### config.mk
export PLATFORM = sky130hd
export DESIGN_NAME = http2_frame_preflight_scanner
export DESIGN_NICKNAME = d
export VERILOG_FILES = /design/src/h2fps_pkg.sv /design/src/http2_frame_preflight_scanner.sv /design/src/h2fps_scan.sv
export SDC_FILE = /design/constraint.sdc
export NUM_CORES = 1
export LEC_CHECK = 0
export BUFFER_PORTS_ARGS = -buffer_cell sky130_fd_sc_hd__clkbuf_2
export CAP_MARGIN = 25
export CORE_MARGIN = 2
export CORE_UTILIZATION = 47
export DETAILED_ROUTE_END_ITERATION = 10
export PLACE_DENSITY = 0.67
export SLEW_MARGIN = 30
export SYNTH_ARGS = -nofsm -noshare
export SYNTH_HDL_FRONTEND = slang
export SYNTH_SLANG_ARGS = --single-unit
### constraint.sdc
create_clock -name clk -period 5.8 [get_ports clk]
set_input_delay 0.29 -clock clk [delete_from_list [all_inputs] [get_ports clk]]
set_output_delay 0.29 -clock clk [all_outputs]
set_load 0.1 [all_outputs]
### src/h2fps_pkg.sv
// Shared types and constants for the HTTP/2 frame preflight scanner.
package h2fps_pkg;

	localparam logic [7:0] TYPE_HEADERS      = 8'h01;
	localparam logic [7:0] TYPE_CONTINUATION = 8'h09;
	localparam logic [3:0] HDR_LAST_POS      = 4'd8;
	localparam logic [6:0] SID_TOP_MASK      = 7'h7f;

	localparam logic CFG_HEADER_BUDGET   = 1'b0;
	localparam logic CFG_STREAM_ID_LIMIT = 1'b1;

	typedef struct packed {
		logic [31:0] header_budget;
		logic [30:0] stream_id_limit;
	} cfg_t;

	typedef struct packed {
		logic [31:0] frame_total;
		logic [30:0] highest_stream_id;
		logic [31:0] header_byte_total;
		logic        malformed_flag;
		logic        budget_exceeded_flag;
		logic        stream_anomaly_flag;
	} summary_t;

endpackage

### src/http2_frame_preflight_scanner.sv
// A request is registered at the input, scanned from that register, and the summary of an
// ending request is registered onto the output when that request leaves the input register.
// Throughput: one byte request per cycle; only an ending request waiting on a stalled
// output holds the input, and the single scan state update per byte sets that rate.
// Reset clears the scan state, both pipeline valids and loads the register defaults.
module http2_frame_preflight_scanner #(
	parameter logic [31:0] BUDGET_RESET = 32'd65536,
	parameter logic [30:0] SID_LIMIT_RESET = 31'h7fff_ffff
) (
	input  logic        clk,
	input  logic        arst_n,
	input  logic        cfg_write,
	input  logic        cfg_index,
	input  logic [31:0] cfg_data,
	input  logic        in_valid,
	output logic        in_stall,
	input  logic [7:0]  byte_value,
	input  logic        has_byte,
	input  logic        end_of_buffer,
	output logic        out_valid,
	input  logic        out_stall,
	output logic [31:0] frame_total,
	output logic [30:0] highest_stream_id,
	output logic [31:0] header_byte_total,
	output logic        malformed_flag,
	output logic        budget_exceeded_flag,
	output logic        stream_anomaly_flag
);
	import h2fps_pkg::*;

	cfg_t     cfg_q;
	logic     valid_s1;
	logic [7:0] byte_s1;
	logic     has_s1;
	logic     end_s1;
	logic     adv;
	logic     out_valid_q;
	summary_t sum_n;
	summary_t sum_q;

	always_ff @(posedge clk or negedge arst_n) begin
		if (!arst_n) begin
			cfg_q.header_budget   <= BUDGET_RESET;
			cfg_q.stream_id_limit <= SID_LIMIT_RESET;
		end else if (cfg_write) begin
			unique case (cfg_index)
				CFG_HEADER_BUDGET:   cfg_q.header_budget <= cfg_data;
				CFG_STREAM_ID_LIMIT: cfg_q.stream_id_limit <= cfg_data[30:0];
				default: ;
			endcase
		end
	end

	assign adv      = valid_s1 && !(end_s1 && out_valid_q && out_stall);
	assign in_stall = valid_s1 && !adv;

	always_ff @(posedge clk or negedge arst_n) begin
		if (!arst_n) begin
			valid_s1 <= 1'b0;
		end else if (!in_stall) begin
			valid_s1 <= in_valid;
		end
	end

	always_ff @(posedge clk) begin
		if (in_valid && !in_stall) begin
			byte_s1 <= byte_value;
			has_s1  <= has_byte;
			end_s1  <= end_of_buffer;
		end
	end

	h2fps_scan u_scan (
		.clk           (clk),
		.arst_n        (arst_n),
		.step          (adv),
		.byte_value    (byte_s1),
		.has_byte      (has_s1),
		.end_of_buffer (end_s1),
		.cfg           (cfg_q),
		.summary       (sum_n)
	);

	always_ff @(posedge clk or negedge arst_n) begin
		if (!arst_n) begin
			out_valid_q <= 1'b0;
		end else if (adv && end_s1) begin
			out_valid_q <= 1'b1;
		end else if (!out_stall) begin
			out_valid_q <= 1'b0;
		end
	end

	always_ff @(posedge clk) begin
		if (adv && end_s1) begin
			sum_q <= sum_n;
		end
	end

	assign out_valid            = out_valid_q;
	assign frame_total          = sum_q.frame_total;
	assign highest_stream_id    = sum_q.highest_stream_id;
	assign header_byte_total    = sum_q.header_byte_total;
	assign malformed_flag       = sum_q.malformed_flag;
	assign budget_exceeded_flag = sum_q.budget_exceeded_flag;
	assign stream_anomaly_flag  = sum_q.stream_anomaly_flag;

`ifndef NO_ASSERTIONS
	a_end_gives_summary: assert property (@(posedge clk) disable iff (!arst_n)
		adv && end_s1 |=> out_valid)
		else $error("ending request did not produce a summary");

	a_stall_cause: assert property (@(posedge clk) disable iff (!arst_n)
		in_stall |-> valid_s1 && end_s1 && out_valid_q && out_stall)
		else $error("input stalled without a blocked summary");

	a_no_frames_no_id: assert property (@(posedge clk) disable iff (!arst_n)
		out_valid && frame_total == 32'd0 |-> highest_stream_id == 31'd0)
		else $error("stream id reported without any counted frame");
`endif

endmodule

### src/h2fps_scan.sv
// Byte-at-a-time frame header parser with per-buffer statistics.
module h2fps_scan (
	input  logic              clk,
	input  logic              arst_n,
	input  logic              step,
	input  logic [7:0]        byte_value,
	input  logic              has_byte,
	input  logic              end_of_buffer,
	input  h2fps_pkg::cfg_t   cfg,
	output h2fps_pkg::summary_t summary
);
	import h2fps_pkg::*;

	logic [3:0]  pos_q;
	logic [23:0] len_q;
	logic [7:0]  typ_q;
	logic [30:0] sid_q;
	logic [23:0] rem_q;
	logic [31:0] cnt_q;
	logic [30:0] maxid_q;
	logic [31:0] hsum_q;
	logic        bflag_q;
	logic        aflag_q;

	logic [3:0]  pos_n;
	logic [23:0] len_n;
	logic [7:0]  typ_n;
	logic [30:0] sid_n;
	logic [23:0] rem_n;
	logic [31:0] cnt_n;
	logic [30:0] maxid_n;
	logic [31:0] hsum_n;
	logic        bflag_n;
	logic        aflag_n;
	logic        count;
	logic [32:0] sum_wide;

	always_comb begin
		pos_n    = pos_q;
		len_n    = len_q;
		typ_n    = typ_q;
		sid_n    = sid_q;
		rem_n    = rem_q;
		cnt_n    = cnt_q;
		maxid_n  = maxid_q;
		hsum_n   = hsum_q;
		bflag_n  = bflag_q;
		aflag_n  = aflag_q;
		count    = 1'b0;
		sum_wide = {1'b0, hsum_q} + {9'd0, len_q};
		if (has_byte) begin
			if (rem_q != 24'd0) begin
				rem_n = rem_q - 24'd1;
				count = (rem_q == 24'd1);
			end else begin
				unique case (pos_q)
					4'd0: len_n = {byte_value, 16'd0};
					4'd1: len_n[15:8] = byte_value;
					4'd2: len_n[7:0] = byte_value;
					4'd3: typ_n = byte_value;
					4'd4: ;
					4'd5: sid_n = {byte_value[6:0] & SID_TOP_MASK, 24'd0};
					4'd6: sid_n[23:16] = byte_value;
					4'd7: sid_n[15:8] = byte_value;
					default: sid_n[7:0] = byte_value;
				endcase
				pos_n = pos_q + 4'd1;
				if (pos_q >= HDR_LAST_POS) begin
					pos_n = 4'd0;
					if (len_n == 24'd0) begin
						count = 1'b1;
					end else begin
						rem_n = len_n;
					end
				end
			end
		end
		if (count) begin
			if (cnt_q != 32'hffff_ffff) begin
				cnt_n = cnt_q + 32'd1;
			end
			if (sid_n > maxid_q) begin
				maxid_n = sid_n;
			end
			if (sid_n > cfg.stream_id_limit) begin
				aflag_n = 1'b1;
			end
			if (typ_n == TYPE_HEADERS || typ_n == TYPE_CONTINUATION) begin
				hsum_n = sum_wide[32] ? 32'hffff_ffff : sum_wide[31:0];
				if (hsum_n > cfg.header_budget) begin
					bflag_n = 1'b1;
				end
			end
		end
		summary.frame_total          = cnt_n;
		summary.highest_stream_id    = maxid_n;
		summary.header_byte_total    = hsum_n;
		summary.malformed_flag       = (pos_n != 4'd0) || (rem_n != 24'd0);
		summary.budget_exceeded_flag = bflag_n;
		summary.stream_anomaly_flag  = aflag_n;
	end

	always_ff @(posedge clk or negedge arst_n) begin
		if (!arst_n) begin
			pos_q   <= '0;
			len_q   <= '0;
			typ_q   <= '0;
			sid_q   <= '0;
			rem_q   <= '0;
			cnt_q   <= '0;
			maxid_q <= '0;
			hsum_q  <= '0;
			bflag_q <= 1'b0;
			aflag_q <= 1'b0;
		end else if (step) begin
			if (end_of_buffer) begin
				pos_q   <= '0;
				len_q   <= '0;
				typ_q   <= '0;
				sid_q   <= '0;
				rem_q   <= '0;
				cnt_q   <= '0;
				maxid_q <= '0;
				hsum_q  <= '0;
				bflag_q <= 1'b0;
				aflag_q <= 1'b0;
			end else begin
				pos_q   <= pos_n;
				len_q   <= len_n;
				typ_q   <= typ_n;
				sid_q   <= sid_n;
				rem_q   <= rem_n;
				cnt_q   <= cnt_n;
				maxid_q <= maxid_n;
				hsum_q  <= hsum_n;
				bflag_q <= bflag_n;
				aflag_q <= aflag_n;
			end
		end
	end

endmodule
==> results of run 1 <==
==> final timing paths <==
path | startpoint | to | slack [ps] | cells past startpoint
min in group asynchronous | arst_n | u_scan.maxid_q[13] | 350 | 2
hold / removal | cfg_data[1] | cfg_q[32] | 20 | 3
setup / recovery | u_scan.rem_q[1] | highest_stream_id[26] | 410 | 19
setup reg to reg | u_scan.rem_q[1] | highest_stream_id[26] | 410 | 19
hold reg to reg | u_scan.sid_q[0] | u_scan.sid_q[0] | 480 | 2
max in group asynchronous | arst_n | u_scan.hsum_q[24] | 4070 | 3
==> worst register-to-register path, stage by stage, from the launching register on <==
cell and delay [ps]:
dfrtp_1 410, inv_1 150, ha_1 210, and3b_1 210, nand2_1 150, nor3_1 500, nand3_1 280, buf_4 260
mux2i_1 320, inv_1 140, ha_1 330, nand4_1 150, nor3_1 460, nand3_1 190, a311oi_1 260, a211oi_1 80
buf_4 180, or3_1 340, buf_4 240, o21ai_0 330
==> power by group through the flow <==
stage	Combinational [W]	Clock, W	Sequential (W)
detailed placement	0.00279	0	0.00316
CTS	0.00282	0.00269	0.00312
finish	0.00287	0.00264	0.00313
global placement	0.00275	0	0.00315
global route	0.00310	0.00279	0.00316
floorplan	0.00163	0	0.00344
==> registers in the layout, indices dropped and copies added (netlist names), 4 cells and up <==
signal	flops
byte_s1	8
u_scan.maxid_q	31
u_scan.hsum_q	32
frame_total	32
highest_stream_id	31
u_scan.len_q	24
u_scan.cnt_q	32
header_byte_total	32
u_scan.sid_q	31
u_scan.pos_q	4
cfg_q	63
u_scan.rem_q	24
u_scan.typ_q	7
==> metrics by stage <==
step                      hold slack [ps]  cells
after floorplan                     -5.59   2162
after global routing                 7.30   2949
after detailed placement              410   2833
after CTS                           0.882   2948
after global placement                414   2833
final                                19.0   2949
==> cell type report <==
class | instances | share of cell area [%]
Tap cell | 585 | 3.08
Inverter | 155 | 2.46
Clock inverter | 15 | 0.759
Multi-Input combinational cell | 1531 | 41.7
Timing Repair Buffer | 242 | 6.62
Clock buffer | 61 | 4.95
Sequential cell | 360 | 40.4
==> cell families after synthesis <==
kind of cell / count (synthesis) / synth area share (%)
AOI/OAI and AO/OA: 600 / 18.6
xor gates and xnor gates: 54 / 2.31
adders and majority gates: 126 / 7.74
buffers and inverters: 271 / 5.02
DFF: 360 / 46.8
muxes: 66 / 3.47
and+or+nand+nor: 685 / 16.0
==> layer usage <==
| layer | vias to the layer above | wire, um | GRT usage [%] |
|---|---|---|---|
| met5 | - | 0 | 0 |
| met4 | 0 | 2110 | 9.98 |
| met2 | 658 | 28900 | 45.0 |
| met3 | 129 | 4110 | 4.59 |
| li1 | 8137 | - | - |
| met1 | 8566 | 27100 | 37.9 |
==> cell usage after synthesis (all sizes together), types with 34 or more instances <==
| master | instances | area, sq um |
|---|---|---|
| mux2 | 40 | 450 |
| ha | 125 | 1560 |
| o21ai | 232 | 1160 |
| a22o | 68 | 596 |
| edfxtp | 108 | 3240 |
| dfrtp | 220 | 5510 |
| xnor2 | 41 | 359 |
| inv | 154 | 578 |
| clkbuf | 104 | 390 |
| a21o | 34 | 255 |
| a21oi | 101 | 505 |
| nand3 | 48 | 240 |
| nor2 | 102 | 385 |
| nand4 | 50 | 313 |
| nand2 | 307 | 1150 |
| nor3 | 36 | 180 |
==> cell usage in the layout (no fill, tap or decap), types with 15 or more instances in the layout <==
master,netlist,routed
nor3_1,36,36
inv_1,154,153
mux2_2,40,40
dfrtp_1,220,220
o2bb2ai_1,20,20
nor2b_1,18,17
nand3_1,48,48
o31ai_1,18,18
and3_1,18,18
a21o_1,34,34
clkbuf_2,0,146
o21ai_0,228,227
a22o_1,68,68
and2_1,18,18
xnor2_1,41,41
a21oi_1,101,100
dlygate4sd3_1,0,40
nand2_1,306,305
edfxtp_1,108,108
dfstp_2,32,32
clkbuf_1,104,15
nand4_1,50,50
mux2i_1,26,26
a31oi_1,22,22
nor2_1,101,99
a22oi_1,18,18
clkbuf_16,0,43
ha_1,125,125
buf_4,0,54
==> what timing repair did <==
item / CTS / global route
hold buffers: 39 / 1
endpoints found under the hold margin: 159 / 1
setup endpoints to repair: 0 / 2
gates resized for setup: 0 / 2
==> flow_metrics.env, run 1 <==
export IMPL_ant_nets=0
export IMPL_ir_drop_v=0.000223
export IMPL_grt_pass1_vias=16889
export IMPL_rsz0062_at_grt="false"
export IMPL_nFillCells=3828
export IMPL_final_hold_viol_count=0
export IMPL_cellLeakagePower_nw=10.9
export IMPL_swShare_pct=37.8
export IMPL_synthesis_nets=2336
export IMPL_p_switching_w=0.00326
export IMPL_p_per_area_nw_per_um2=364
export IMPL_gr_total_overflow=0
export IMPL_die_width_um=213
export IMPL_vias_per_cell=5.93
export IMPL_synthArstFlopShare_pct=70.0
export IMPL_final_setup_viol_count=0
export IMPL_power_frac_seq_pct=36.2
export IMPL_postPlaceCellArea_sq_um=22000
export IMPL_critPathMaxStageDelay_ps=500
export IMPL_gp_congestion=0.951
export IMPL_ys_seq_area_share_pct=46.8
export IMPL_syn_inst=2162
export IMPL_io_buffer_count=147
export IMPL_cp_data_required_time_ps=6160
export IMPL_drive_gt1_share_pct=15.4
export IMPL_initial_core_util_pct=47.5
export IMPL_cts_root_buf="clkbuf_16"
export IMPL_clock_sinks=360
export IMPL_cts_tree="built"
export IMPL_clock_latency_ps=570
export IMPL_grt_max_degree=150
export IMPL_ios=148
export IMPL_post_cts_buffers=0
export IMPL_pre_cts_slack_ps=318
export IMPL_drv_cap=0
export IMPL_clk_pin_slew_ps=60
export IMPL_ys_types=77
export IMPL_seq_area_sq_um=9590
export IMPL_drt_wl_total_mm=62.2
export IMPL_crit_chain="inv_1 > ha_1 > and3b_1 > nand2_1 > nor3_1 > nand3_1 > buf_4 > mux2i_1 > inv_1 > ha_1 > nand4_1 > nor3_1 > nand3_1 > a311oi_1 > a211oi_1 > buf_4 > or3_1 > buf_4 > o21ai_0"
export IMPL_yosysWarnings=0
export IMPL_synth_ff_type="dfrtp_1"
export IMPL_gr_usage_all_layers_pct=27.8
export IMPL_drc=0
export IMPL_cp_arrival_ps=5750
export IMPL_status="completed"
export IMPL_cts_htree_levels=2
export IMPL_fin_worst_skew_ps=15.5
export IMPL_rows=76
export IMPL_grt_antenna_before_repair=1
export IMPL_finalPower_w=0.00864
export IMPL_slew_headroom_pct=35.3
export IMPL_vias=17490
export IMPL_multi_input_area_sq_um=9900
export IMPL_yosys_register_bits=360
export IMPL_path_class="reg -> reg"
export IMPL_critPathMostFrequentCell="buf_4"
export IMPL_fin_util_pct=55.1
export IMPL_synth_avg_cell_area_sq_um=9.47
export IMPL_tns_ps=0
export IMPL_fin_area_sq_um=23700
export IMPL_cts_buffer_depth=3
export IMPL_p_clk_share_pct=30.5
export IMPL_period_minus_slack_ps=5390
export IMPL_wire_per_inst_um=21.1
export IMPL_grt_pass1_wl_mm=96.3
export IMPL_area_growth_syn_to_layout_pct=15.9
export IMPL_hpwlAfterDp_mm=43.8
export IMPL_crit_buf_inv=5
export IMPL_path_max_fanout=32
export IMPL_drt_iter0_markers=1642
export IMPL_core_area_sq_um=43100
export IMPL_final_nets=2505
export IMPL_syn_area_sq_um=20500
export IMPL_crit_path_start_kind="flip-flop"
export IMPL_fin_ws_ps=411
export IMPL_fin_crit_sh_pct=92.9
export IMPL_die_area_sq_um=45200
export IMPL_combinationalPowerShare_pct=33.2
export IMPL_p_int_w=0.00537
export IMPL_die_height_um=213
export IMPL_synth_edf_count=108
export IMPL_first_pass_iters=6
export IMPL_hold_class="in -> reg"
export IMPL_fmax_mhz=186
export IMPL_slew_violations=0
export IMPL_end_kind="flip-flop"
export IMPL_crit_family="simple AND/OR/NAND/NOR gates"
export IMPL_antenna_diode_count=0
export IMPL_cp_slowest_cell="nor3_1"
export IMPL_worst_slew_pin_slew_ps=969
export IMPL_cts_buffers=41
Note: power is estimated with default switching activity, not from simulation.
==> run 2: changes to the inputs <==
- PLACE_DENSITY: 0.67 -> default
==> run 2 against run 1 <==
Routed wire length up 2.1%; clock-buffer cell count shrank 1; register-to-register slack about the same; die area is the same; first-iteration DRC count shrank 13%; global-route usage rose by 0.72 points; non-clock buffer count is 4 higher; sequential cell count stayed put; critical path type unchanged; critical endpoint is now budget_exceeded_flag.
==> flow_metrics.env, run 2 (synthesized netlist as in run 1, its figures left out) <==
export IMPL_crit_chain="ha_1 > fa_1 > a211oi_1 > o21ai_0 > a311o_1 > o21ai_0 > a21oi_1 > and3_1 > nor2_1 > inv_1 > ha_1 > nand4_1 > nor4_1 > nand2_1 > or3_1 > or3_1 > a31o_2"
export IMPL_clk_pin_slew_ps=60
export IMPL_end_kind="flip-flop"
export IMPL_r2r_end="budget_exceeded_flag"
export IMPL_p_clk_share_pct=32.0
export IMPL_ir_drop_v=0.000218
export IMPL_p_per_area_nw_per_um2=370
export IMPL_cts_tree="built"
export IMPL_drc=0
export IMPL_gp_congestion=0.971
export IMPL_gr_usage_all_layers_pct=28.5
export IMPL_period_minus_slack_ps=5390
export IMPL_cp_slowest_cell="fa_1"
export IMPL_cts_buffers=42
export IMPL_drive_gt1_share_pct=15.9
export IMPL_grt_max_degree=137
export IMPL_tns_ps=0
export IMPL_cp_data_required_time_ps=6130
export IMPL_min_path_cells=3
export IMPL_die_height_um=213
export IMPL_critPathMaxStageDelay_ps=420
export IMPL_cts_root_buf="clkbuf_16"
export IMPL_worstRegToRegCells=17
export IMPL_fmax_mhz=185
export IMPL_combinationalPowerShare_pct=32.7
export IMPL_vias_per_cell=5.88
export IMPL_fin_worst_skew_ps=30.5
export IMPL_cts_htree_levels=2
export IMPL_hpwlAfterDp_mm=45.2
export IMPL_clock_sinks=360
export IMPL_path_max_fanout=11
export IMPL_power_frac_seq_pct=35.3
export IMPL_worst_slew_pin_slew_ps=878
export IMPL_fin_area_sq_um=24000
export IMPL_antenna_diode_count=0
export IMPL_first_pass_iters=5
export IMPL_core_area_sq_um=43100
export IMPL_fin_ws_ps=408
export IMPL_clock_latency_ps=590
export IMPL_drv_cap=0
export IMPL_cts_buffer_depth=3
export IMPL_drt_wl_total_mm=63.5
export IMPL_die_area_sq_um=45200
export IMPL_cp_arrival_ps=5720
export IMPL_area_growth_syn_to_layout_pct=17.1
export IMPL_regMostFlops="cfg_q"
export IMPL_rr_startpoint="u_scan.hsum_q[0]"
export IMPL_grt_pass1_wl_mm=98.2
export IMPL_drt_iter0_markers=1421
export IMPL_finalPower_w=0.00886
export IMPL_cp_endpoint="budget_exceeded_flag"
export IMPL_grt_antenna_before_repair=0
export IMPL_slew_headroom_pct=41.5
export IMPL_gr_total_overflow=0
export IMPL_vias=17372
export IMPL_pre_cts_slack_ps=476
export IMPL_crit_buf_inv=1
export IMPL_postPlaceCellArea_sq_um=22000
export IMPL_final_cell_mix="305 x nand2_1, 228 x o21ai_0, 220 x dfrtp_1"
export IMPL_crit_family="simple AND/OR/NAND/NOR gates"
export IMPL_final_hold_viol_count=0
export IMPL_r2r_slack_ps=410
export IMPL_swShare_pct=37.5
export IMPL_path_class="reg -> reg"
export IMPL_final_nets=2510
export IMPL_cp_startpoint="u_scan.hsum_q[0]"
export IMPL_io_buffer_count=147
export IMPL_final_setup_viol_count=0
export IMPL_rsz0062_at_grt="false"
export IMPL_largest_reg_flops=63
export IMPL_initial_core_util_pct=47.5
export IMPL_p_switching_w=0.00333
export IMPL_ios=148
export IMPL_status="completed"
export IMPL_fin_crit_sh_pct=93.0
export IMPL_path_depth=17
export IMPL_cellLeakagePower_nw=11.0
export IMPL_rows=76
export IMPL_hold_class="in -> reg"
export IMPL_grt_pass1_vias=16845
export IMPL_crit_path_start_kind="flip-flop"
export IMPL_p_int_w=0.00554
export IMPL_die_width_um=213
export IMPL_final_common_cell="nand2_1"
export IMPL_wire_per_inst_um=21.5
export IMPL_ant_nets=0
export IMPL_slew_violations=0
==> run 2: metal layers <==
metal,share of wire (%),wire length (um),vias up,global-route usage [%]
met3,6.1,3870,134,4.10
met2,46,29200,652,45.3
met1,44,28200,8423,39.8
met4,3.6,2280,0,10.8
li1,-,-,8163,-
met5,0,0,-,0
==> run 2: power groups by stage <==
stage                     combinational, W  sequential (W)  clock, W
after floorplan                    0.00163         0.00344         0
after global placement             0.00280         0.00316         0
after detailed placement           0.00280         0.00316         0
after CTS                          0.00284         0.00312   0.00290
after global routing               0.00313         0.00316   0.00300
final                              0.00290         0.00313   0.00284
==> run 2: how the worst min path moves through the flow <==
stage	startpoint	slack (ps)	to
after floorplan	arst_n	-6	cfg_q[31]
after global routing	cfg_data[4]	20	cfg_q[4]
final	cfg_data[1]	10	cfg_q[32]
after global placement	arst_n	430	u_scan.sid_q[11]
after detailed placement	arst_n	430	u_scan.sid_q[11]
after CTS	cfg_data[1]	2	cfg_q[32]
==> run 2: through the flow <==
stage / std cells / hold slack [ps] / utilization, %
after floorplan: 2162 / -5.59 / -
after global placement: 2835 / 432 / 51.1
after detailed placement: 2835 / 433 / 51.1
after CTS: 2954 / 1.50 / 55.6
after global routing: 2955 / 20.9 / 55.7
final: 2955 / 14.2 / 55.7
==> run 2: worst reg2reg max path: cells and delay by family (launching register included) <==
| family | cells | cell delay [ps] |
|---|---|---|
| flip-flops | 1 | 400 |
| AO/OA/AOI/OAI | 6 | 1580 |
| buffers and inverters | 1 | 70 |
| AND/OR/NAND/NOR | 7 | 2180 |
| adder cells (fa/ha/maj) | 3 | 920 |
==> run 2: what timing repair did <==
item / in CTS / in global routing
resized for setup: 0 / 0
endpoints found under the setup margin: 0 / 0
hold buffers: 41 / 0
setup buffers: 0 / 0
hold endpoints to repair: 146 / 0
==> run 2: final cells by class <==
| type | instances | area [sq um] |
|---|---|---|
| timing repair buffer | 246 | 1670 |
| inverter | 155 | 584 |
| tap | 585 | 732 |
| clock inverter | 18 | 246 |
| multi-input combinational | 1531 | 9900 |
| sequential | 360 | 9590 |
| clock buffer | 60 | 1250 |
| fill | 3860 | 19100 |
